===== config.mk =====
export PLATFORM = sky130hd
export DESIGN_NAME = ltt_ctrl
export DESIGN_NICKNAME = d
export VERILOG_FILES = /design/src/sv/ltt_pkg.sv /design/src/sv/ltt_ctrl.sv
export SDC_FILE = /design/constraint.sdc
export NUM_CORES = 1
export LEC_CHECK = 0
export BUFFER_PORTS_ARGS = -buffer_cell sky130_fd_sc_hd__buf_2
export CORE_AREA = 2 2 330 332
export CTS_CLUSTER_SIZE = 14
export DETAILED_ROUTE_END_ITERATION = 10
export DIE_AREA = 0 0 332 334
export GPL_ROUTABILITY_DRIVEN = 0
export MAX_ROUTING_LAYER = met4
export PLACE_DENSITY = 0.44
export SLEW_MARGIN = 20
export SYNTH_ARGS = -nofsm -noshare
export SYNTH_HDL_FRONTEND = slang
export SYNTH_SLANG_ARGS = --single-unit

===== constraint.sdc =====
create_clock -name clk_i -period 11.4 [get_ports clk_i]
set_input_delay 2.28 -clock clk_i [delete_from_list [all_inputs] [get_ports clk_i]]
set_output_delay 2.28 -clock clk_i [all_outputs]
set_load 0.01 [all_outputs]

===== src/sv/ltt_pkg.sv =====
// ----------------------------------------------------------------------------
// ltt_pkg: shared types and helpers for the long task timer table
// Request codes, result codes, the token handed from cell to cell, the
// broadcast request fields and the elapsed-time arithmetic.
// ----------------------------------------------------------------------------
package ltt_pkg;

  localparam int TIME_W             = 63;
  localparam int ELAPSED_W          = 64;
  localparam int ACTIVE_W           = 7;
  localparam int IN_TDATA_W         = 128;
  localparam int OUT_TDATA_W        = 200;
  localparam int DEFAULT_TASK_SLOTS = 64;

  typedef enum logic [1:0] {
    OP_START = 2'd0,
    OP_STOP  = 2'd1,
    OP_QUERY = 2'd2,
    OP_TOTAL = 2'd3
  } ltt_op_e;

  typedef enum logic [1:0] {
    ST_OK      = 2'd0,
    ST_UNKNOWN = 2'd1,
    ST_FULL    = 2'd2
  } ltt_status_e;

  typedef enum logic [1:0] {
    S_IDLE,
    S_RUN,
    S_FIN
  } ltt_state_e;

  // Request fields held steady and seen by every cell while a token runs
  typedef struct packed {
    ltt_op_e             op;
    logic [TIME_W-1:0]   now;
    logic [TIME_W-1:0]   key;
  } ltt_bcast_t;

  // Token walking down the cell row
  typedef struct packed {
    logic                vld;
    logic                hit;
    logic [TIME_W-1:0]   elapsed;
    logic [TIME_W-1:0]   total;
    logic [TIME_W-1:0]   pend;
  } ltt_tok_t;

  // Time since start, zero when the clock reads behind the start stamp
  function automatic logic [TIME_W-1:0] elapsed_of(input logic [TIME_W-1:0] now,
                                                   input logic [TIME_W-1:0] start);
    return (now >= start) ? (now - start) : '0;
  endfunction

  // Saturating add at 2^63-1
  function automatic logic [TIME_W-1:0] sat_add(input logic [TIME_W-1:0] a,
                                                input logic [TIME_W-1:0] b);
    logic [TIME_W:0] s;
    s = {1'b0, a} + {1'b0, b};
    return s[TIME_W] ? {TIME_W{1'b1}} : s[TIME_W-1:0];
  endfunction

endpackage


===== src/sv/ltt_ctrl.sv =====
// ----------------------------------------------------------------------------
// ltt_ctrl: request intake, key and count bookkeeping, result register
// Latches a request, launches a token into the cell row, collects it at the
// far end and builds the result in an output register.
// ----------------------------------------------------------------------------
module ltt_ctrl import ltt_pkg::*; #(
  parameter int TASK_SLOTS = DEFAULT_TASK_SLOTS
) (
  input  logic                   clk_i,
  input  logic                   rst_ni,
  input  logic                   s_axis_tvalid,
  output logic                   s_axis_tready,
  input  logic [IN_TDATA_W-1:0]  s_axis_tdata,
  input  logic [1:0]             s_axis_tuser,
  output logic                   m_axis_tvalid,
  input  logic                   m_axis_tready,
  output logic [OUT_TDATA_W-1:0] m_axis_tdata,
  output ltt_bcast_t             bcast_o,
  output ltt_tok_t               tok_o,
  input  ltt_tok_t               tok_i
);

  localparam int CNT_W = $clog2(TASK_SLOTS + 1);

  ltt_state_e                  state_q, state_d;
  ltt_bcast_t                  req_q, req_d;
  logic                        launch_q, launch_d;
  ltt_tok_t                    fin_q, fin_d;
  logic [TIME_W-1:0]           next_key_q, next_key_d;
  logic [CNT_W-1:0]            cnt_q, cnt_d;
  logic                        out_vld_q, out_vld_d;
  logic [OUT_TDATA_W-1:0]      out_q, out_d;
  logic                        in_req;
  logic                        out_free;
  ltt_status_e                 status;
  logic [TIME_W-1:0]           assigned;
  logic signed [ELAPSED_W-1:0] elapsed;
  logic [TIME_W-1:0]           total;

  assign s_axis_tready = (state_q == S_IDLE);
  assign in_req        = s_axis_tvalid && s_axis_tready;
  assign out_free      = !out_vld_q || m_axis_tready;

  // Next state, bookkeeping and result build
  always_comb begin
    state_d    = state_q;
    req_d      = req_q;
    launch_d   = 1'b0;
    fin_d      = fin_q;
    next_key_d = next_key_q;
    cnt_d      = cnt_q;
    out_vld_d  = out_vld_q && !m_axis_tready;
    out_d      = out_q;
    status     = ST_OK;
    assigned   = '0;
    elapsed    = '0;
    total      = '0;

    case (fin_q.vld ? ltt_op_e'(req_q.op) : OP_TOTAL)
      OP_START: begin
        if (fin_q.hit) begin
          assigned = req_q.key;
        end else begin
          status = ST_FULL;
        end
      end
      OP_STOP, OP_QUERY: begin
        if (fin_q.hit) begin
          elapsed = {1'b0, fin_q.elapsed};
        end else begin
          status  = ST_UNKNOWN;
          elapsed = '1;
        end
      end
      OP_TOTAL: total = sat_add(fin_q.total, fin_q.pend);
      default: ;
    endcase

    case (state_q)
      S_IDLE: begin
        if (in_req) begin
          req_d.op  = ltt_op_e'(s_axis_tuser);
          req_d.now = s_axis_tdata[TIME_W-1:0];
          req_d.key = (ltt_op_e'(s_axis_tuser) == OP_START) ?
                      next_key_q : s_axis_tdata[2*TIME_W-1:TIME_W];
          launch_d  = 1'b1;
          state_d   = S_RUN;
        end
      end
      S_RUN: begin
        if (tok_i.vld) begin
          fin_d   = tok_i;
          state_d = S_FIN;
        end
      end
      S_FIN: begin
        if (out_free) begin
          if (req_q.op == OP_START && fin_q.hit) begin
            next_key_d = next_key_q + TIME_W'(1);
            cnt_d      = cnt_q + CNT_W'(1);
          end else if (req_q.op == OP_STOP && fin_q.hit && cnt_q != '0) begin
            cnt_d      = cnt_q - CNT_W'(1);
          end
          out_vld_d = 1'b1;
          out_d     = {1'b0, total, ACTIVE_W'(cnt_d), elapsed, assigned, status};
          fin_d.vld = 1'b0;
          state_d   = S_IDLE;
        end
      end
      default: state_d = S_IDLE;
    endcase
  end

  // Control registers
  always_ff @(posedge clk_i or negedge rst_ni) begin
    if (!rst_ni) begin
      state_q    <= S_IDLE;
      launch_q   <= 1'b0;
      fin_q      <= '0;
      next_key_q <= '0;
      cnt_q      <= '0;
      out_vld_q  <= 1'b0;
    end else begin
      state_q    <= state_d;
      launch_q   <= launch_d;
      fin_q      <= fin_d;
      next_key_q <= next_key_d;
      cnt_q      <= cnt_d;
      out_vld_q  <= out_vld_d;
    end
  end

  // Payload registers
  always_ff @(posedge clk_i) begin
    req_q         <= req_d;
    out_q         <= out_d;
  end

  // Token entering the first cell
  always_comb begin
    tok_o         = '0;
    tok_o.vld     = launch_q;
  end

  assign bcast_o       = req_q;
  assign m_axis_tvalid = out_vld_q;
  assign m_axis_tdata  = out_q;

endmodule


==> results.yml, run 1 <==
floorplan:
  ios: 846
  die_x_microns: 332
  fp.dieArea_sq_um: 111000
  start_util: 0.258
  dieHeight_microns: 334
  core_sq_um: 108000
  num_rows: 121
logic_synthesis:
  synth.largest_area_cell: "edfxtp_1"
  synth_cell_type_count: 72
  syn_avg_cell_area_sq_um: 13.0
  synth_async_sr_flop_share: 0.448
  synth_area_leaders: "edfxtp_1 35%, dfrtp_1 24%, mux2_2 10%, buf_4 5.4%, ha_1 3.1%"
  synth_top_area_frac: 0.353
  synthFlopType: "edfxtp_1"
  netlist_instances: 2139
  synth_warnings: 0
  ys_seq_area_frac: 0.592
  synth_area_sq_um: 27800
  synth-edff-count: 327
  synth_seq_cells: 592
clocking:
  cts_buffers: 75
  clock-sinks: 592
  cts_max_level: 3
  clk_latency_ps: 640
  ctsRootBufferMaster: "clkbuf_16"
  post_cts_buffers: 0
  clk_pin_slew_ps: 50
  cts_hold_buf: 0
  cts.repair.resized: 0
  clk_path_buf_depth: 3
  cts_tree: "built"
drt:
  wl_per_cell_microns: 19.2
  finalWirelength_microns: 82200
  num_vias: 18300
  drcViolationCount: 0
  first_pass_iters: 5
  ant_nets: 0
  first_iter_violations: 996
  detail_route.vias_per_cell: 4.28
grt:
  grt_pass1_wl_microns: 120000
  antenna_found_initial: 29
  grt_start_max_net_pins: 152
  grt_overflow: 0
  track_usage: 0.148
  first_global_vias: 18500
sta:
  hold_viol: 0
  tightest_slew_ps: 1130
  relSlewSlack: 0.245
  min_period_ps: 4780
  fin_worst_skew_ps: 26.6
  drv_slew: 0
  finalSetupViolCount: 0
  fin_crit_sh: 0.419
  rsz0062_at_grt: "no"
  setup_tns_ps: 0
  fmax_mhz: 209
  holdWs_ps: 492
placed_design:
  io_buffers: 652
  hpwl_microns: 59300
critical_path:
  cp-start-kind: "input port"
  r2r-end: "m_axis_tdata[151]"
  required_ps: 11640
  worstReg2RegStart: "fin_q[65]"
  end_kind: "register"
  crit_type: "input port to register"
  worstPathArrival_ps: 5020
  r2r_cells: 11
  r2r_slack_ps: 7370
  path_max_fanout: 107
power_and_ir_drop:
  internal_power_w: 0.00557
  pwr-share-comb: 0.352
  netSwitchingFraction: 0.347
  power_density_nw_per_um2: 248
  p_leak_nw: 15.1
  p_switching_w: 0.00297
  ir_worst_vdd_uv: 113
  seqPwrFrac: 0.359
  power.share.clock: 0.288
outcome:
  status: "complete, no violations"
final_layout:
  layout_common_cells: "651 x buf_2, 327 x edfxtp_1, 264 x dfrtp_1"
  final_common_cell: "buf_2"
  fin_nets: 3184
  drive_gt1_frac: 0.370
  syn2layout_area_growth_pct: 24.1
  n_fill_cell: 11100
worst_hold_path:
  hold_path_depth: 1
  min_path_type: "register to register"
  hp-start: "next_key_q[43]"
  hold_end: "next_key_q[43]"
run:
  drv_cap: 0
per-layer routing:
| metal | track usage | share of wire | wire [microns] |
|---|---|---|---|
| met1 | 0.183 | 0.43 | 35200 |
| met2 | 0.235 | 0.47 | 38900 |
| met3 | 0.0419 | 0.071 | 5800 |
| met4 | 0.0435 | 0.028 | 2310 |
| met5 | - | 0 | 0 |
worst max-delay path by stage:
stage	to	start	slack, ps
after floorplan	next_key_q[60]	m_axis_tready	2480
after global placement	m_axis_tdata[156]	m_axis_tready	5880
after detailed placement	m_axis_tdata[156]	m_axis_tready	5820
after CTS	m_axis_tdata[156]	m_axis_tready	6520
after global routing	m_axis_tdata[156]	m_axis_tready	6370
final	m_axis_tdata[156]	m_axis_tready	6620
through the flow:
| step | power (W) | cell area (sq um) | utilization | std cells | worst slack (ps) |
|---|---|---|---|---|---|
| after floorplan | 0.00528 | 28500 | - | 2329 | 2480 |
| after global placement | 0.00614 | 31900 | 0.296 | 4126 | 5880 |
| after detailed placement | 0.00614 | 31900 | 0.296 | 4126 | 5820 |
| after CTS | 0.00867 | 34400 | 0.319 | 4265 | 6520 |
| after global routing | 0.00910 | 34500 | 0.320 | 4282 | 6370 |
| final | 0.00854 | 34500 | 0.320 | 4285 | 6620 |
cells by family (layout without fill, tap and decap cells):
logic type	after synthesis	in the layout	share of synthesized area
xor gates and xnor gates	131	131	0.0413
other	1	211	0.000135
and+or+nand+nor	370	370	0.0703
adders and majority gates	70	70	0.0318
AOI/OAI and AO/OA	349	349	0.0837
DFF	592	592	0.592
buffers and inverters	370	892	0.0771
muxes	256	256	0.104
registers in the layout (all words and copies together), names as in the netlist:
signal	cells
bcast_o	128
cnt_q	7
fin_q	191
launch_q	1
m_axis_tdata	199
m_axis_tvalid	1
next_key_q	63
state_q	2
worst max-delay path, stage by stage:
cell,delay (ps)
buf_2,70
nand2b_1,140
nand2_1,260
inv_8,650
buf_4,610
buf_4,800
final cells by class:
cell class	instances	area, sq um	share of cell area
flip-flops and latches	592	16500	0.477
repair buffers	666	3400	0.0987
well taps	1414	1770	0.0513
clock inverters	24	337	0.00976
clock buffers	115	2200	0.0638
multi-input cells	1367	9930	0.288
diodes	20	50.0	0.00145
inverters	87	334	0.00969
power groups by stage:
stage | Combinational, W | Clock (W) | Sequential (W)
after floorplan | 0.00220 | 0 | 0.00308
after global placement | 0.00302 | 0 | 0.00312
after CTS | 0.00304 | 0.00255 | 0.00308
after detailed placement | 0.00302 | 0 | 0.00312
final | 0.00301 | 0.00246 | 0.00307
after global routing | 0.00335 | 0.00263 | 0.00312
synthesized netlist by cell type (all sizes together), types with 3 or more instances:
master / number
a211oi: 4
a21boi: 64
a21o: 24
a21oi: 82
a31o: 3
a31oi: 11
and2: 10
and3: 78
and4: 5
buf: 204
clkbuf: 79
dfrtp: 265
edfxtp: 327
ha: 69
inv: 86
mux2: 254
nand2: 104
nand2b: 7
nand3: 38
nand3b: 3
nand4: 26
nor2: 52
nor2b: 9
nor3: 15
nor3b: 5
nor4: 5
o21a: 69
o21ai: 51
o21bai: 14
o31a: 4
o31ai: 4
or3: 8
xnor2: 95
xor2: 36
No activity file was read; power rests on OpenSTA's default activity.
==> run 2, diff against run 1 <==
==> constraint.sdc (replaced) <==
create_clock -name clk_i -period 4.5 [get_ports clk_i]
set_input_delay 0.9 -clock clk_i [delete_from_list [all_inputs] [get_ports clk_i]]
set_output_delay 0.9 -clock clk_i [all_outputs]
set_load 0.01 [all_outputs]
==> run 2 against run 1 <==
Net effect: flip-flop and latch count unchanged; worst setup slack got worse by 5900 ps; sequential share of layout area about the same; via count increased by 0.16%; sequential power increased to 2.5 times the previous value; non-clock buffer count increased by 12; core utilization about the same.
==> results.yml, run 2 (same netlist as run 1, synthesis figures left out) <==
sta:
  tightest_slew_ps: 1180
  hold_viol: 0
  finalSetupViolCount: 0
  setup_tns_ps: 0
  setup_slack_ps: 706
  rsz0062_at_grt: "no"
  holdWs_ps: 253
  fin_worst_skew_ps: 17.4
  min_period_ps: 3790
  drv_slew: 0
  fin_crit_sh: 0.843
  fmax_mhz: 264
  relSlewSlack: 0.215
run:
  drv_cap: 0
clocking:
  cts_hold_buf: 0
  cts_buffers: 75
  post_cts_buffers: 0
  cts.repair.resized: 0
  clk_pin_slew_ps: 60
  clock-sinks: 592
  clk_path_buf_depth: 3
  clk_latency_ps: 640
  ctsRootBufferMaster: "clkbuf_16"
  cts_tree: "built"
  cts_max_level: 3
critical_path:
  crit_path_cell_trace: "ha_1, fa_1, a21oi_1, o21ai_1, o21ai_1, a21oi_1, nor3_2, o31ai_1, a21oi_1, o21ai_1, a2111oi_2, nor3_1"
  cp-start-kind: "register"
  r2r_cells: 12
  critPathCapture: "m_axis_tdata[192]"
  critPathMaxStageDelay_ps: 460
  critPathBufInv: 0
  cp_slowest_cell: "o21ai_1"
  worstSetupStartpoint: "fin_q[0]"
  crit_family: "compound AO/OA/AOI/OAI gates"
  required_ps: 4870
  r2r_slack_ps: 710
  r2r-end: "m_axis_tdata[192]"
  end_kind: "register"
  worstReg2RegStart: "fin_q[0]"
  crit_type: "register to register"
  worstPathArrival_ps: 4160
  path_max_fanout: 5
  worstSetupPathDepth: 12
final_layout:
  stdcell_count: 4294
  final_common_cell: "buf_2"
  largest_reg_flops: 199
  drive_gt1_frac: 0.373
  layout_common_cells: "651 x buf_2, 327 x edfxtp_1, 264 x dfrtp_1"
  n_fill_cell: 11000
  syn2layout_area_growth_pct: 24.1
  fin_nets: 3196
grt:
  track_usage: 0.149
  grt_util_met2: 0.240
  antenna_found_initial: 29
  use_met3: 0.0419
  grt.busiest_layer: "met2"
  grt_overflow: 0
  grt_util_met1: 0.185
  grt_pass1_wl_microns: 121000
  grt_start_max_net_pins: 129
  first_global_vias: 18500
power_and_ir_drop:
  power_density_nw_per_um2: 620
  ir_worst_vdd_uv: 270
  p_leak_nw: 15.1
placed_design:
  dp.cells: 4138
  io_buffers: 652
  hpwl_microns: 61000
  preCtsSetupSlack_ps: 673
outcome:
  status: "complete, no violations"
worst_hold_path:
  min_path_type: "input port to asynchronous set/reset pin"
drt:
  wl_per_cell_microns: 19.3
  detail_route.vias_per_cell: 4.27
  drcViolationCount: 0
  finalWirelength_microns: 83000
  first_iter_violations: 896
  first_pass_iters: 5
  ant_nets: 0
  num_vias: 18400
floorplan:
  die_x_microns: 332
  core_sq_um: 108000
  start_util: 0.258
  fp.dieArea_sq_um: 111000
  num_rows: 121
  ios: 846
  dieHeight_microns: 334
[run 2: cell type report]
type                            count  area, sq um  area share
Clock inverter                     36          263     0.00762
Tap cell                         1414         1770      0.0513
Timing Repair Buffer              678         3560       0.103
Multi-Input combinational cell   1367         9930       0.288
Sequential cell                   592        16500       0.477
Inverter                           87          334     0.00969
Clock buffer                      101         2120      0.0614
Antenna cell                       19         47.5     0.00138
[run 2: worst min path at each step]
| stage | startpoint | endpoint | slack (ps) | cells after the start |
|---|---|---|---|---|
| CTS | rst_ni | fin_q[177] | 320 | 1 |
| global route | rst_ni | fin_q[64] | 280 | 1 |
| global placement | next_key_q[48] | next_key_q[48] | 480 | 1 |
| finish | rst_ni | fin_q[64] | 250 | 1 |
| floorplan | next_key_q[62] | next_key_q[62] | 440 | 1 |
| detailed placement | next_key_q[50] | next_key_q[50] | 490 | 1 |
[run 2: stage by stage]
stage | util | instance area (sq um) | power, W
2_1_floorplan | - | 28500 | 0.0134
3_3_place_gp | 0.297 | 32000 | 0.0157
6_report | 0.320 | 34500 | 0.0214
5_1_grt | 0.320 | 34500 | 0.0228
4_1_cts | 0.319 | 34400 | 0.0217
3_5_place_dp | 0.297 | 32000 | 0.0157
[run 2: power by group]
group	switching [W]	internal (W)
clock	0.00244	0.00343
combinational	0.00455	0.00327
sequential	0.000567	0.00712
[run 2: per-layer routing]
layer	wire, microns	part of all wire
met5	0	0
met4	1860	0.022
met3	5720	0.069
met2	39900	0.48
met1	35500	0.43
==> run 3, diff against run 2 <==
==> constraint.sdc (replaced) <==
create_clock -name clk_i -period 3.55 [get_ports clk_i]
set_input_delay 0.71 -clock clk_i [delete_from_list [all_inputs] [get_ports clk_i]]
set_output_delay 0.71 -clock clk_i [all_outputs]
set_load 0.01 [all_outputs]
==> run 3 against run 2 <==
Net effect: register-to-register slack lost 520 ps; flip-flop and latch count is the same; first-iteration DRC count increased by 11%; maximum frequency rose by 13%; global-route usage rose by 0.42 points; largest power group unchanged; highest routed layer unchanged.
==> results.yml, run 3 (same netlist as run 1, synthesis figures left out) <==
floorplan:
  num_rows: 121
  core_sq_um: 108000
  die_x_microns: 332
  fp.dieArea_sq_um: 111000
  dieHeight_microns: 334
  start_util: 0.258
  ios: 846
outcome:
  status: "complete, no violations"
power_and_ir_drop:
  p_leak_nw: 15.2
  ir_worst_vdd_uv: 382
  power_density_nw_per_um2: 795
clocking:
  post_cts_buffers: 0
  cts_buffers: 73
  clk_pin_slew_ps: 60
  clock-sinks: 592
  cts_tree: "built"
  cts_max_level: 3
  clk_latency_ps: 660
  clk_path_buf_depth: 3
  ctsRootBufferMaster: "clkbuf_16"
drt:
  first_pass_iters: 5
  drcViolationCount: 0
  wl_per_cell_microns: 19.8
  finalWirelength_microns: 85100
  detail_route.vias_per_cell: 4.31
  num_vias: 18600
  first_iter_violations: 995
  ant_nets: 0
critical_path:
  path_max_fanout: 28
  end_kind: "register"
  crit_type: "register to register"
  worstPathArrival_ps: 3880
  r2r_slack_ps: 180
  r2r_cells: 12
  worstReg2RegStart: "fin_q[79]"
  required_ps: 4060
  r2r-end: "m_axis_tdata[148]"
  cp-start-kind: "register"
worst_hold_path:
  hp-start: "s_axis_tdata[47]"
  min_path_type: "input port to register"
  hold_path_depth: 1
  hold_end: "bcast_o[110]"
grt:
  antenna_found_initial: 24
  grt_start_max_net_pins: 117
  first_global_vias: 18900
  grt_overflow: 0
  grt_pass1_wl_microns: 124000
  track_usage: 0.153
sta:
  fin_worst_skew_ps: 33.7
  fmax_mhz: 297
  rsz0062_at_grt: "yes"
  min_period_ps: 3370
  holdWs_ps: 231
  drv_slew: 0
  hold_viol: 0
  tightest_slew_ps: 963
  fin_crit_sh: 0.948
  finalSetupViolCount: 0
  relSlewSlack: 0.358
final_layout:
  syn2layout_area_growth_pct: 25.3
  fin_nets: 3217
  post-route-util: 0.323
  final_common_cell: "buf_2"
  seq_area_sq_um: 16500
  multiInputGateArea_sq_um: 10000
  n_fill_cell: 11100
  layout_common_cells: "651 x buf_2, 327 x edfxtp_1, 264 x dfrtp_1"
  drive_gt1_frac: 0.380
  largest_reg_flops: 199
placed_design:
  hpwl_microns: 62900
  io_buffers: 652
run:
  drv_cap: 0
## run 3: metrics by stage
step / cell area (sq um) / setup WS [ps] / power (W) / TNS (ps) / instances
CTS: 34700 / 36.0 / 0.0280 / 0 / 4294
finish: 34800 / 184 / 0.0277 / 0 / 4306
global placement: 32300 / -90.8 / 0.0202 / -102 / 4160
detailed placement: 32300 / -106 / 0.0202 / -111 / 4160
floorplan: 28500 / 329 / 0.0169 / 0 / 2329
global route: 34800 / 4.84 / 0.0295 / 0 / 4305
## run 3: power breakdown
part	switching [W]	total (W)	internal, W	leakage [nW]
sequential	0.000708	0.00974	0.00903	6.30
clock	0.00318	0.00751	0.00433	1.16
combinational	0.00600	0.0104	0.00445	7.74
## run 3: metal layers
metal	track usage	wire length (microns)
met5	-	0
met4	0.0455	2080
met3	0.0431	5990
met2	0.244	40600
met1	0.190	36400
## run 3: timing repair
item | CTS | global route
gates resized for setup | 2 | 16
endpoints found under the setup margin | 5 | 40
endpoints found under the hold margin | 2 | 0
cloned | 0 | 0
hold buffers | 1 | 0
pin swaps | 0 | 2
## run 3: how the worst max path moves through the flow
| stage | from | end | slack [ps] | cells past startpoint |
|---|---|---|---|---|
| final | fin_q[79] | m_axis_tdata[148] | 180 | 12 |
| after detailed placement | fin_q[2] | m_axis_tdata[197] | -110 | 11 |
| after floorplan | m_axis_tready | next_key_q[59] | 330 | 11 |
| after CTS | fin_q[0] | m_axis_tdata[192] | 40 | 13 |
| after global placement | fin_q[2] | m_axis_tdata[197] | -90 | 11 |
| after global routing | fin_q[80] | m_axis_tdata[196] | 5 | 12 |
## run 3: final cells by class
class | count | share of cell area
multi-input cells | 1367 | 0.288
well taps | 1414 | 0.0508
repair buffers | 701 | 0.109
flip-flops and latches | 592 | 0.473
clock inverters | 32 | 0.00938
clock buffers | 101 | 0.0593
diodes | 12 | 0.000863
inverters | 87 | 0.00974
## run 3: critical path, stage by stage, from the launching register on
cell	delay [ps]
dfrtp_1	380
ha_2	420
nand4_1	190
buf_4	190
nor3_1	160
o21ai_1	150
a41o_1	280
a31o_2	350
o21ai_4	210
a21oi_2	140
o21bai_4	320
buf_12	230
o21a_1	180
