[config.mk]
export PLATFORM = sky130hd
export DESIGN_NAME = ltt_cell
export DESIGN_NICKNAME = d
export VERILOG_FILES = /design/src/sv/ltt_pkg.sv /design/src/sv/ltt_cell.sv
export SDC_FILE = /design/constraint.sdc
export NUM_CORES = 1
export LEC_CHECK = 0
export ABC_AREA = 1
export BUFFER_PORTS_ARGS = -buffer_cell sky130_fd_sc_hd__buf_4
export CORE_MARGIN = 5
export CORE_UTILIZATION = 40
export DETAILED_ROUTE_END_ITERATION = 10
export SLEW_MARGIN = 30
export SYNTH_ARGS = -nofsm -noshare
export SYNTH_HDL_FRONTEND = slang
export SYNTH_SLANG_ARGS = --single-unit
[constraint.sdc]
create_clock -name clk_i -period 2.4 [get_ports clk_i]
set_input_delay 0.24 -clock clk_i [delete_from_list [all_inputs] [get_ports clk_i]]
set_output_delay 0.24 -clock clk_i [all_outputs]
set_load 0.01 [all_outputs]
[src/sv/ltt_pkg.sv]
// ----------------------------------------------------------------------------
// ltt_pkg: shared types and helpers for the long task timer table
// Request codes, result codes, the token handed from cell to cell, the
// broadcast request fields and the elapsed-time arithmetic.
// ----------------------------------------------------------------------------
package ltt_pkg;

  localparam int TIME_W             = 63;
  localparam int ELAPSED_W          = 64;
  localparam int ACTIVE_W           = 7;
  localparam int IN_TDATA_W         = 128;
  localparam int OUT_TDATA_W        = 200;
  localparam int DEFAULT_TASK_SLOTS = 64;

  typedef enum logic [1:0] {
    OP_START = 2'd0,
    OP_STOP  = 2'd1,
    OP_QUERY = 2'd2,
    OP_TOTAL = 2'd3
  } ltt_op_e;

  typedef enum logic [1:0] {
    ST_OK      = 2'd0,
    ST_UNKNOWN = 2'd1,
    ST_FULL    = 2'd2
  } ltt_status_e;

  typedef enum logic [1:0] {
    S_IDLE,
    S_RUN,
    S_FIN
  } ltt_state_e;

  // Request fields held steady and seen by every cell while a token runs
  typedef struct packed {
    ltt_op_e             op;
    logic [TIME_W-1:0]   now;
    logic [TIME_W-1:0]   key;
  } ltt_bcast_t;

  // Token walking down the cell row
  typedef struct packed {
    logic                vld;
    logic                hit;
    logic [TIME_W-1:0]   elapsed;
    logic [TIME_W-1:0]   total;
    logic [TIME_W-1:0]   pend;
  } ltt_tok_t;

  // Time since start, zero when the clock reads behind the start stamp
  function automatic logic [TIME_W-1:0] elapsed_of(input logic [TIME_W-1:0] now,
                                                   input logic [TIME_W-1:0] start);
    return (now >= start) ? (now - start) : '0;
  endfunction

  // Saturating add at 2^63-1
  function automatic logic [TIME_W-1:0] sat_add(input logic [TIME_W-1:0] a,
                                                input logic [TIME_W-1:0] b);
    logic [TIME_W:0] s;
    s = {1'b0, a} + {1'b0, b};
    return s[TIME_W] ? {TIME_W{1'b1}} : s[TIME_W-1:0];
  endfunction

endpackage

[src/sv/ltt_cell.sv]
// ----------------------------------------------------------------------------
// ltt_cell: one table slot
// Holds a valid bit, task key and start stamp. Claims a start or matches a
// lookup when the token passes by, and folds its elapsed time into totals.
// ----------------------------------------------------------------------------
module ltt_cell import ltt_pkg::*; (
  input  logic       clk_i,
  input  logic       rst_ni,
  input  ltt_bcast_t bcast_i,
  input  ltt_tok_t   tok_i,
  output ltt_tok_t   tok_o
);

  logic              valid_q, valid_d;
  logic [TIME_W-1:0] slot_key_q, slot_key_d;
  logic [TIME_W-1:0] slot_start_q, slot_start_d;
  ltt_tok_t          tok_q, tok_d;
  logic [TIME_W-1:0] elapsed;

  // Slot update and token hand-off
  always_comb begin
    valid_d      = valid_q;
    slot_key_d   = slot_key_q;
    slot_start_d = slot_start_q;
    tok_d        = tok_i;
    elapsed      = elapsed_of(bcast_i.now, slot_start_q);
    if (tok_i.vld) begin
      case (bcast_i.op)
        OP_START: begin
          if (!tok_i.hit && !valid_q) begin
            valid_d      = 1'b1;
            slot_key_d   = bcast_i.key;
            slot_start_d = bcast_i.now;
            tok_d.hit    = 1'b1;
          end
        end
        OP_STOP, OP_QUERY: begin
          if (!tok_i.hit && valid_q && (slot_key_q == bcast_i.key)) begin
            tok_d.hit     = 1'b1;
            tok_d.elapsed = elapsed;
            if (bcast_i.op == OP_STOP) begin
              valid_d = 1'b0;
            end
          end
        end
        OP_TOTAL: begin
          // add the previous cell's share, hand on our own
          tok_d.total = sat_add(tok_i.total, tok_i.pend);
          tok_d.pend  = valid_q ? elapsed : '0;
        end
        default: ;
      endcase
    end
  end

  // Slot and token registers
  always_ff @(posedge clk_i or negedge rst_ni) begin
    if (!rst_ni) begin
      valid_q      <= 1'b0;
      slot_key_q   <= '0;
      slot_start_q <= '0;
      tok_q        <= '0;
    end else begin
      valid_q      <= valid_d;
      slot_key_q   <= slot_key_d;
      slot_start_q <= slot_start_d;
      tok_q        <= tok_d;
    end
  end

  assign tok_o = tok_q;

endmodule

==> impl_metrics.prom, run 1 <==
# TYPE chip_impl_metric gauge
chip_impl_info{name="run_status",value="finished clean"} 1
chip_impl_info{name="holdCritPathClass",value="in -> reg"} 1
chip_impl_metric{name="placement.cell_area",unit="sq um"} 34000
chip_impl_metric{name="timing.fmax",unit="MHz"} 419
chip_impl_info{name="start_kind",value="flop"} 1
chip_impl_metric{name="via_per_inst",unit=""} 4.91
chip_impl_metric{name="io_pins",unit=""} 512
chip_impl_metric{name="synth_seq_area_share",unit="%"} 31.4
chip_impl_metric{name="cap_viol_max_count",unit=""} 0
chip_impl_metric{name="critical-path-max-stage-delay",unit="ns"} 0.34
chip_impl_metric{name="dr.pass1.iters",unit=""} 6
chip_impl_metric{name="die-area",unit="sq um"} 68400
chip_impl_metric{name="avgSynthCellArea",unit="sq um"} 6.03
chip_impl_metric{name="power_per_standard_cell_area",unit="nW/um^2"} 421
chip_impl_metric{name="power.net_switching",unit="mW"} 5.63
chip_impl_metric{name="hpwlAfterDp",unit="um"} 103000
chip_impl_metric{name="final_layout_size_suffix_gt1_share",unit="%"} 30.3
chip_impl_metric{name="ys_ff_latch",unit=""} 318
chip_impl_info{name="tritoncts",value="done"} 1
chip_impl_metric{name="first_iter_violations",unit=""} 2512
chip_impl_metric{name="finish.cell_count_without_fillers",unit=""} 6422
chip_impl_metric{name="grt_use_total",unit="%"} 35.9
chip_impl_info{name="dr.max_layer_used",value="met5"} 1
chip_impl_metric{name="critical_path_required",unit="ns"} 2.93
chip_impl_metric{name="power_switching_share",unit="%"} 32.5
chip_impl_metric{name="vdd_ir_drop_max",unit="uV"} 622
chip_impl_metric{name="dr_total_vias",unit=""} 31500
chip_impl_metric{name="fp-row-count",unit=""} 92
chip_impl_metric{name="met2_wirelength",unit="um"} 61500
chip_impl_metric{name="post-route-period-util",unit="%"} 99.5
chip_impl_metric{name="clock_tree.htree_level_count",unit=""} 2
chip_impl_metric{name="clock_insertion_delay_worst_skew",unit="ns"} 0.60
chip_impl_metric{name="share_clk_of_total_power",unit="%"} 38.2
chip_impl_metric{name="setup-violations-final",unit=""} 0
chip_impl_metric{name="timing_max_transition_violations_final",unit=""} 0
chip_impl_info{name="yosys_most_used_dff",value="sky130_fd_sc_hd__dfrtp_1"} 1
chip_impl_metric{name="nFillCells",unit=""} 5744
chip_impl_info{name="path_delay_family",value="simple AND/OR/NAND/NOR gates"} 1
chip_impl_info{name="crit_path_cell_trace",value="inv_2 > ha_4 > buf_6 > nand2_2 > nor2_4 > nand2_2 > nand2_2 > nand2_2 > nand2_4 > nand2_4 > nand2_4 > nand3_4 > nand2_8 > buf_12 > buf_4 > nand4_1 > nand2_1"} 1
chip_impl_metric{name="multiInputGateArea",unit="sq um"} 16200
chip_impl_info{name="setup_repair_after_global_routing_missed_its_margin",value="true"} 1
chip_impl_metric{name="numClockSinks",unit=""} 318
chip_impl_metric{name="total_power",unit="mW"} 17.3
chip_impl_metric{name="worst_setup_hold_path_clk_slew",unit="ns"} 0.06
chip_impl_metric{name="fp.coreArea",unit="sq um"} 62900
chip_impl_metric{name="timing.critical_path.depth",unit=""} 17
chip_impl_info{name="cpMostUsedCell",value="sky130_fd_sc_hd__nand2_2"} 1
chip_impl_metric{name="die_w",unit="um"} 262
chip_impl_metric{name="timing.final.ws_setup",unit="ns"} 0.0111
chip_impl_metric{name="synthDistinctLibCells",unit=""} 37
chip_impl_metric{name="grt_remaining_overflow",unit=""} 0
chip_impl_metric{name="finalHoldViolCount",unit=""} 0
chip_impl_metric{name="cp_num_buf_inv",unit=""} 4
chip_impl_metric{name="reg2reg_depth",unit=""} 17
chip_impl_metric{name="timing.slew.headroom",unit="%"} 60.9
chip_impl_metric{name="power_leakage",unit="nW"} 22.5
chip_impl_metric{name="layout-area-overhead-vs-synth",unit="%"} 62.5
chip_impl_metric{name="ctsLongestPathBuffers",unit=""} 3
chip_impl_metric{name="asyncSetResetFlopFracSynth",unit="%"} 100
chip_impl_metric{name="netlist_instances",unit=""} 4200
chip_impl_metric{name="placed_cells_incl_taps",unit=""} 6007
chip_impl_metric{name="grt_pass1_wl",unit="um"} 186000
chip_impl_metric{name="post_drt_wl_per_cell",unit="um"} 20.1
chip_impl_metric{name="dieHeight",unit="um"} 262
chip_impl_metric{name="data_arrival_time_of_the_critical_path",unit="ns"} 2.92
chip_impl_metric{name="route.detailed.drc",unit=""} 0
chip_impl_metric{name="final_core_util",unit="%"} 65.5
chip_impl_metric{name="drt-met1-wl",unit="um"} 53700
chip_impl_metric{name="maximum_number_of_pins_on_one_net_before_global_route_repair",unit=""} 61
chip_impl_metric{name="stdcell_area",unit="sq um"} 41200
chip_impl_metric{name="grt_pass1_vias",unit=""} 30700
chip_impl_metric{name="ant_nets",unit=""} 0
chip_impl_metric{name="pwr-share-seq",unit="%"} 33.0
chip_impl_metric{name="synth.yosys.warnings",unit=""} 0
chip_impl_metric{name="number_of_buffers_added_on_ports",unit=""} 511
chip_impl_metric{name="worst-slew-pin-transition",unit="ns"} 0.586
chip_impl_metric{name="finish.net_count",unit=""} 5997
chip_impl_info{name="endpoint_kind",value="flop"} 1
chip_impl_metric{name="finalWorstPathRequiredPeriod",unit="ns"} 2.39
chip_impl_metric{name="mappedNetlistArea",unit="sq um"} 25300
chip_impl_metric{name="wl_met3",unit="um"} 8840
chip_impl_metric{name="synth-edff-count",unit=""} 0
chip_impl_metric{name="effective_utilization_at_floorplan",unit="%"} 40.3
chip_impl_metric{name="ff_latch_area",unit="sq um"} 7960
chip_impl_metric{name="place.gp.congestion",unit=""} 1.04
chip_impl_metric{name="share_comb_of_total_power",unit="%"} 28.8
chip_impl_metric{name="cts_buffers",unit=""} 42
chip_impl_metric{name="power.internal",unit="mW"} 11.7
chip_impl_metric{name="hold-path-cell-count",unit=""} 4
chip_impl_metric{name="crit_fanout",unit=""} 7
chip_impl_metric{name="final_wirelength",unit="um"} 129000
chip_impl_metric{name="fin_worst_skew",unit="ns"} 0.0306
chip_impl_info{name="timing.setup.critical_path_class",value="reg -> reg"} 1
chip_impl_metric{name="dpl_worst_slack",unit="ns"} -0.452
chip_impl_metric{name="initial_antenna_violation_count",unit=""} 1
chip_impl_info{name="timing.critical_path.slowest_stage_cell",value="sky130_fd_sc_hd__dfrtp_1"} 1
chip_impl_info{name="clock-root-buffer",value="sky130_fd_sc_hd__clkbuf_16"} 1
chip_impl_metric{name="synth.net_count",unit=""} 4654
chip_impl_metric{name="n_antenna_cell",unit=""} 0
==> area by class of cell <==
| type | instances | area share [%] |
|---|---|---|
| Clock buffer | 55 | 2.84 |
| Clock inverter | 22 | 0.562 |
| Inverter | 838 | 7.66 |
| Multi-Input combinational cell | 2971 | 39.3 |
| Sequential cell | 318 | 19.3 |
| Tap cell | 846 | 2.57 |
| Timing Repair Buffer | 1372 | 27.8 |
==> worst register-to-register path, cell delays in order (launching register included) <==
cell and delay [ns]:
sky130_fd_sc_hd__dfrtp_1 0.34, sky130_fd_sc_hd__inv_2 0.05, sky130_fd_sc_hd__ha_4 0.28, sky130_fd_sc_hd__buf_6 0.11, sky130_fd_sc_hd__nand2_2 0.09, sky130_fd_sc_hd__nor2_4 0.12
sky130_fd_sc_hd__nand2_2 0.07, sky130_fd_sc_hd__nand2_2 0.10, sky130_fd_sc_hd__nand2_2 0.08, sky130_fd_sc_hd__nand2_4 0.09, sky130_fd_sc_hd__nand2_4 0.05, sky130_fd_sc_hd__nand2_4 0.09
sky130_fd_sc_hd__nand3_4 0.10, sky130_fd_sc_hd__nand2_8 0.15, sky130_fd_sc_hd__buf_12 0.16, sky130_fd_sc_hd__buf_4 0.15, sky130_fd_sc_hd__nand4_1 0.18, sky130_fd_sc_hd__nand2_1 0.13
==> cells in the mapped netlist (all sizes together) (25+ instances only) <==
cell | n | area [sq um]
buf | 25 | 209
nand4 | 50 | 313
nand2 | 1649 | 6220
a21oi | 188 | 945
dfrtp | 318 | 7960
ha | 131 | 1640
o21bai | 26 | 195
clkbuf | 48 | 180
nor3 | 28 | 140
xnor2 | 35 | 307
o21ai | 150 | 751
inv | 836 | 3140
nand3 | 177 | 896
or2 | 34 | 213
nor2 | 451 | 1750
==> metal layers <==
layer  vias to the layer above  track usage (%)
li1                      15400                -
met1                     14700             46.6
met2                      1199             61.8
met3                       283             5.17
met4                         2             11.6
met5                         -                0
==> path summary, 6_finish.rpt <==
| path | startpoint | to | slack, ns |
|---|---|---|---|
| worst min register to register | slot_key_q[42] | slot_key_q[42] | 0.51 |
| min in group asynchronous | rst_ni | slot_key_q[16] | 0.15 |
| worst max-delay path | slot_start_q[4] | tok_o[170] | 0.01 |
| worst min-delay path | tok_i[58] | tok_o[58] | 0.02 |
| worst max register to register | slot_start_q[4] | tok_o[170] | 0.01 |
| max in group asynchronous | rst_ni | tok_o[129] | 1.33 |
==> stage by stage <==
| step | hold WS [ns] | TNS [ns] |
|---|---|---|
| 6_report | 0.0161 | 0 |
| 5_1_grt | 0.0174 | -0.703 |
| 4_1_cts | 0.00195 | -0.00542 |
| 3_3_place_gp | 0.187 | -33.97 |
| 2_1_floorplan | -0.0556 | 0 |
| 3_5_place_dp | 0.192 | -37.87 |
==> cells by family after synthesis <==
kind of cell | count (synthesis) | share of synthesized area [%]
and+or+nand+nor | 2407 | 38.1
buffers and inverters | 911 | 14.0
AOI/OAI and AO/OA | 367 | 7.55
DFF | 318 | 31.4
adders and majority gates | 133 | 6.63
xor gates and xnor gates | 57 | 1.97
muxes | 7 | 0.311
==> repair_timing <==
| action | in CTS | in global routing |
|---|---|---|
| endpoints found under the hold margin | 422 | 1 |
| buffers inserted | 20 | 24 |
| pin swaps | 34 | 103 |
| gates cloned | 2 | 3 |
| endpoints found under the setup margin | 126 | 180 |
| hold buffers | 293 | 1 |
| resized for setup | 155 | 431 |
==> registers in the layout, summed over array words and instances (netlist names) <==
| register | flops |
|---|---|
| slot_start_q | 63 |
| slot_key_q | 63 |
| tok_o | 191 |
| valid_q | 1 |
==> power groups by stage <==
stage / clock (mW) / combinational (mW) / sequential [mW]
6_report: 6.62 / 5.00 / 5.71
2_1_floorplan: 0 / 1.61 / 5.86
3_5_place_dp: 0 / 4.19 / 5.79
4_1_cts: 6.66 / 4.69 / 5.71
3_3_place_gp: 0 / 4.20 / 5.81
5_1_grt: 6.86 / 5.33 / 5.72
==> layout by cell type, fill, tap and decap left out, types with 50 or more instances in the layout <==
master                          count
sky130_fd_sc_hd__ha_1              62
sky130_fd_sc_hd__ha_4              62
sky130_fd_sc_hd__o21ai_0           88
sky130_fd_sc_hd__a21oi_1          150
sky130_fd_sc_hd__buf_4           1038
sky130_fd_sc_hd__nand2_2          126
sky130_fd_sc_hd__nor2_1           361
sky130_fd_sc_hd__nor2_2            64
sky130_fd_sc_hd__dfrtp_1          318
sky130_fd_sc_hd__dlygate4sd3_1    294
sky130_fd_sc_hd__nand2_1         1501
sky130_fd_sc_hd__nand4_1           50
sky130_fd_sc_hd__inv_2             54
sky130_fd_sc_hd__nand3_1          122
sky130_fd_sc_hd__inv_1            781
(Power assumes the default switching activity.)
==> run 2, diff against run 1 <==
GPL_TIMING_DRIVEN = 0   (was not set)
==> run 2 against run 1 <==
  * The run now ends with negative setup slack left
  * Critical path depth stayed put
  * Maximum frequency down 5.1%
  * Via count fell by 5.9%
  * Worst setup slack got worse by 0.13 ns
  * Largest cell class unchanged
==> impl_metrics.prom, run 2 (same netlist as run 1, synthesis figures left out) <==
# TYPE chip_impl_metric gauge
chip_impl_metric{name="final_wirelength",unit="um"} 121000
chip_impl_metric{name="setup-violations-final",unit=""} 9
chip_impl_metric{name="critical_path_required",unit="ns"} 2.89
chip_impl_metric{name="power_per_standard_cell_area",unit="nW/um^2"} 426
chip_impl_metric{name="placement.cell_area",unit="sq um"} 30300
chip_impl_metric{name="worst_setup_hold_path_clk_slew",unit="ns"} 0.06
chip_impl_metric{name="crit_fanout",unit=""} 7
chip_impl_metric{name="worst-slew-pin-transition",unit="ns"} 1.23
chip_impl_metric{name="die_w",unit="um"} 262
chip_impl_info{name="tritoncts",value="done"} 1
chip_impl_metric{name="numClockSinks",unit=""} 318
chip_impl_metric{name="placed_cells_incl_taps",unit=""} 5561
chip_impl_metric{name="finish.net_count",unit=""} 5616
chip_impl_metric{name="timing.final.ws_setup",unit="ns"} -0.118
chip_impl_metric{name="clock_insertion_delay_worst_skew",unit="ns"} 0.58
chip_impl_metric{name="grt_pass1_wl",unit="um"} 174000
chip_impl_info{name="layout.cells.most_common_list",value="sky130_fd_sc_hd__nand2_1, sky130_fd_sc_hd__inv_1, sky130_fd_sc_hd__buf_4, sky130_fd_sc_hd__nor2_1, sky130_fd_sc_hd__dfrtp_1"} 1
chip_impl_metric{name="total_power",unit="mW"} 16.2
chip_impl_metric{name="data_arrival_time_of_the_critical_path",unit="ns"} 3.01
chip_impl_metric{name="timing_max_transition_violations_final",unit=""} 0
chip_impl_metric{name="vdd_ir_drop_max",unit="uV"} 446
chip_impl_metric{name="layout-area-overhead-vs-synth",unit="%"} 50.3
chip_impl_info{name="timing.setup.critical_path_class",value="in -> reg"} 1
chip_impl_metric{name="io_pins",unit=""} 512
chip_impl_metric{name="final_layout_size_suffix_gt1_share",unit="%"} 23.1
chip_impl_metric{name="via_per_inst",unit=""} 4.91
chip_impl_info{name="setup_repair_after_global_routing_missed_its_margin",value="true"} 1
chip_impl_metric{name="place.gp.congestion",unit=""} 1.03
chip_impl_metric{name="initial_antenna_violation_count",unit=""} 5
chip_impl_metric{name="fp-row-count",unit=""} 92
chip_impl_metric{name="route.detailed.drc",unit=""} 0
chip_impl_metric{name="cts_buffers",unit=""} 38
chip_impl_info{name="holdCritPathClass",value="in -> reg"} 1
chip_impl_metric{name="timing.fmax",unit="MHz"} 397
chip_impl_metric{name="finalSetupTns",unit="ns"} -0.435
chip_impl_info{name="mostFrequentLayoutCell",value="sky130_fd_sc_hd__nand2_1"} 1
chip_impl_metric{name="grt_use_total",unit="%"} 33.8
chip_impl_metric{name="first_iter_violations",unit=""} 2533
chip_impl_info{name="start_kind",value="input port"} 1
chip_impl_metric{name="largest_register_ffs",unit=""} 191
chip_impl_metric{name="grt_pass1_vias",unit=""} 28800
chip_impl_metric{name="clock_tree.htree_level_count",unit=""} 2
chip_impl_metric{name="ctsLongestPathBuffers",unit=""} 3
chip_impl_metric{name="die-area",unit="sq um"} 68400
chip_impl_metric{name="dieHeight",unit="um"} 262
chip_impl_info{name="endpoint_kind",value="flop"} 1
chip_impl_info{name="run_status",value="finished with violations"} 1
chip_impl_metric{name="nFillCells",unit=""} 5963
chip_impl_metric{name="grt_remaining_overflow",unit=""} 0
chip_impl_metric{name="number_of_buffers_added_on_ports",unit=""} 511
chip_impl_metric{name="post_drt_wl_per_cell",unit="um"} 20.1
chip_impl_metric{name="finalWorstPathRequiredPeriod",unit="ns"} 2.52
chip_impl_metric{name="hpwlAfterDp",unit="um"} 97200
chip_impl_metric{name="stdcell_area",unit="sq um"} 38100
chip_impl_metric{name="fp.coreArea",unit="sq um"} 62900
chip_impl_metric{name="effective_utilization_at_floorplan",unit="%"} 40.3
chip_impl_metric{name="ant_nets",unit=""} 0
chip_impl_metric{name="dr.pass1.iters",unit=""} 6
chip_impl_metric{name="fin_worst_skew",unit="ns"} 0.0270
chip_impl_metric{name="finalHoldViolCount",unit=""} 0
chip_impl_info{name="clock-root-buffer",value="sky130_fd_sc_hd__clkbuf_16"} 1
chip_impl_metric{name="maximum_number_of_pins_on_one_net_before_global_route_repair",unit=""} 83
chip_impl_metric{name="timing.slew.headroom",unit="%"} 18.0
chip_impl_info{name="failing_checks",value="negative setup slack"} 1
chip_impl_metric{name="dr_total_vias",unit=""} 29700
chip_impl_metric{name="power_leakage",unit="nW"} 20.4
chip_impl_metric{name="post-route-period-util",unit="%"} 105
chip_impl_metric{name="cap_viol_max_count",unit=""} 0
chip_impl_metric{name="finish.cell_count_without_fillers",unit=""} 6041
run 2: final cells by class:
type	instances	area (sq um)	share of cell area [%]
plain buffers	71	503	1.32
clock buffers	51	1050	2.76
well taps	846	1060	2.78
multi-input cells	2971	16100	42.4
inverters	838	3150	8.28
repair buffers	924	7900	20.8
clock inverters	18	268	0.704
diodes	4	10.0	0.0263
flip-flops and latches	318	7960	20.9
run 2: power by group:
| group | leakage [nW] | switching (mW) | total, mW | internal, mW |
|---|---|---|---|---|
| Combinational | 16.1 | 2.46 | 4.32 | 1.86 |
| Clock | 0.643 | 2.50 | 6.24 | 3.74 |
| Sequential | 3.69 | 0.0773 | 5.66 | 5.58 |
run 2: routing by layer:
| layer | share of wire [%] | global-route usage, % | wire length (um) |
|---|---|---|---|
| met4 | 4.1 | 11.6 | 4930 |
| met1 | 42 | 44.3 | 50900 |
| met5 | 0.022 | 0 | 27 |
| met2 | 46 | 55.5 | 55600 |
| met3 | 8.1 | 7.00 | 9770 |
run 2: critical path, cell delays in order:
cell and delay [ns]:
sky130_fd_sc_hd__dlygate4sd3_1 0.58, sky130_fd_sc_hd__buf_4 0.16, sky130_fd_sc_hd__ha_4 0.30, sky130_fd_sc_hd__nand2_4 0.07, sky130_fd_sc_hd__nor2_4 0.12, sky130_fd_sc_hd__inv_2 0.07
sky130_fd_sc_hd__nor2_4 0.14, sky130_fd_sc_hd__nand2_2 0.07, sky130_fd_sc_hd__nor2_2 0.09, sky130_fd_sc_hd__nand2_2 0.09, sky130_fd_sc_hd__nand3_4 0.08, sky130_fd_sc_hd__nor2_4 0.04
sky130_fd_sc_hd__nand2_4 0.12, sky130_fd_sc_hd__buf_12 0.15, sky130_fd_sc_hd__buf_8 0.13, sky130_fd_sc_hd__nand4_1 0.33, sky130_fd_sc_hd__nand2_2 0.21
run 2: worst paths after layout:
| kind | start | endpoint | slack [ns] | cells after the start |
|---|---|---|---|---|
| max | bcast_i[74] | tok_o[56] | -0.12 | 17 |
| min | tok_i[119] | tok_o[119] | 0.02 | 4 |
| max reg2reg | slot_start_q[48] | tok_o[56] | -0.11 | 15 |
| min reg2reg | slot_key_q[47] | slot_key_q[47] | 0.51 | 2 |
| max in group asynchronous | rst_ni | tok_o[122] | 1.15 | 4 |
| min in group asynchronous | rst_ni | slot_key_q[21] | 0.16 | 2 |
run 2: repair_timing:
| action | CTS | global route |
|---|---|---|
| endpoints found under the hold margin | 456 | 0 |
| pin swaps | 95 | 97 |
| gates resized for setup | 333 | 292 |
| setup buffers | 81 | 27 |
| cloned | 1 | 3 |
| hold buffers | 297 | 0 |
| setup endpoints to repair | 188 | 201 |
run 2: stage by stage:
| stage | hold WS (ns) | setup slack (ns) | utilization [%] |
|---|---|---|---|
| 3_5_place_dp | 0.154 | -0.874 | 48.3 |
| 6_report | 0.0226 | -0.118 | 60.5 |
| 3_3_place_gp | 0.381 | -2.07 | 48.1 |
| 4_1_cts | -0.00338 | -0.0730 | 58.6 |
| 5_1_grt | 0.0170 | -0.173 | 60.5 |
| 2_1_floorplan | -0.0556 | 0.367 | - |
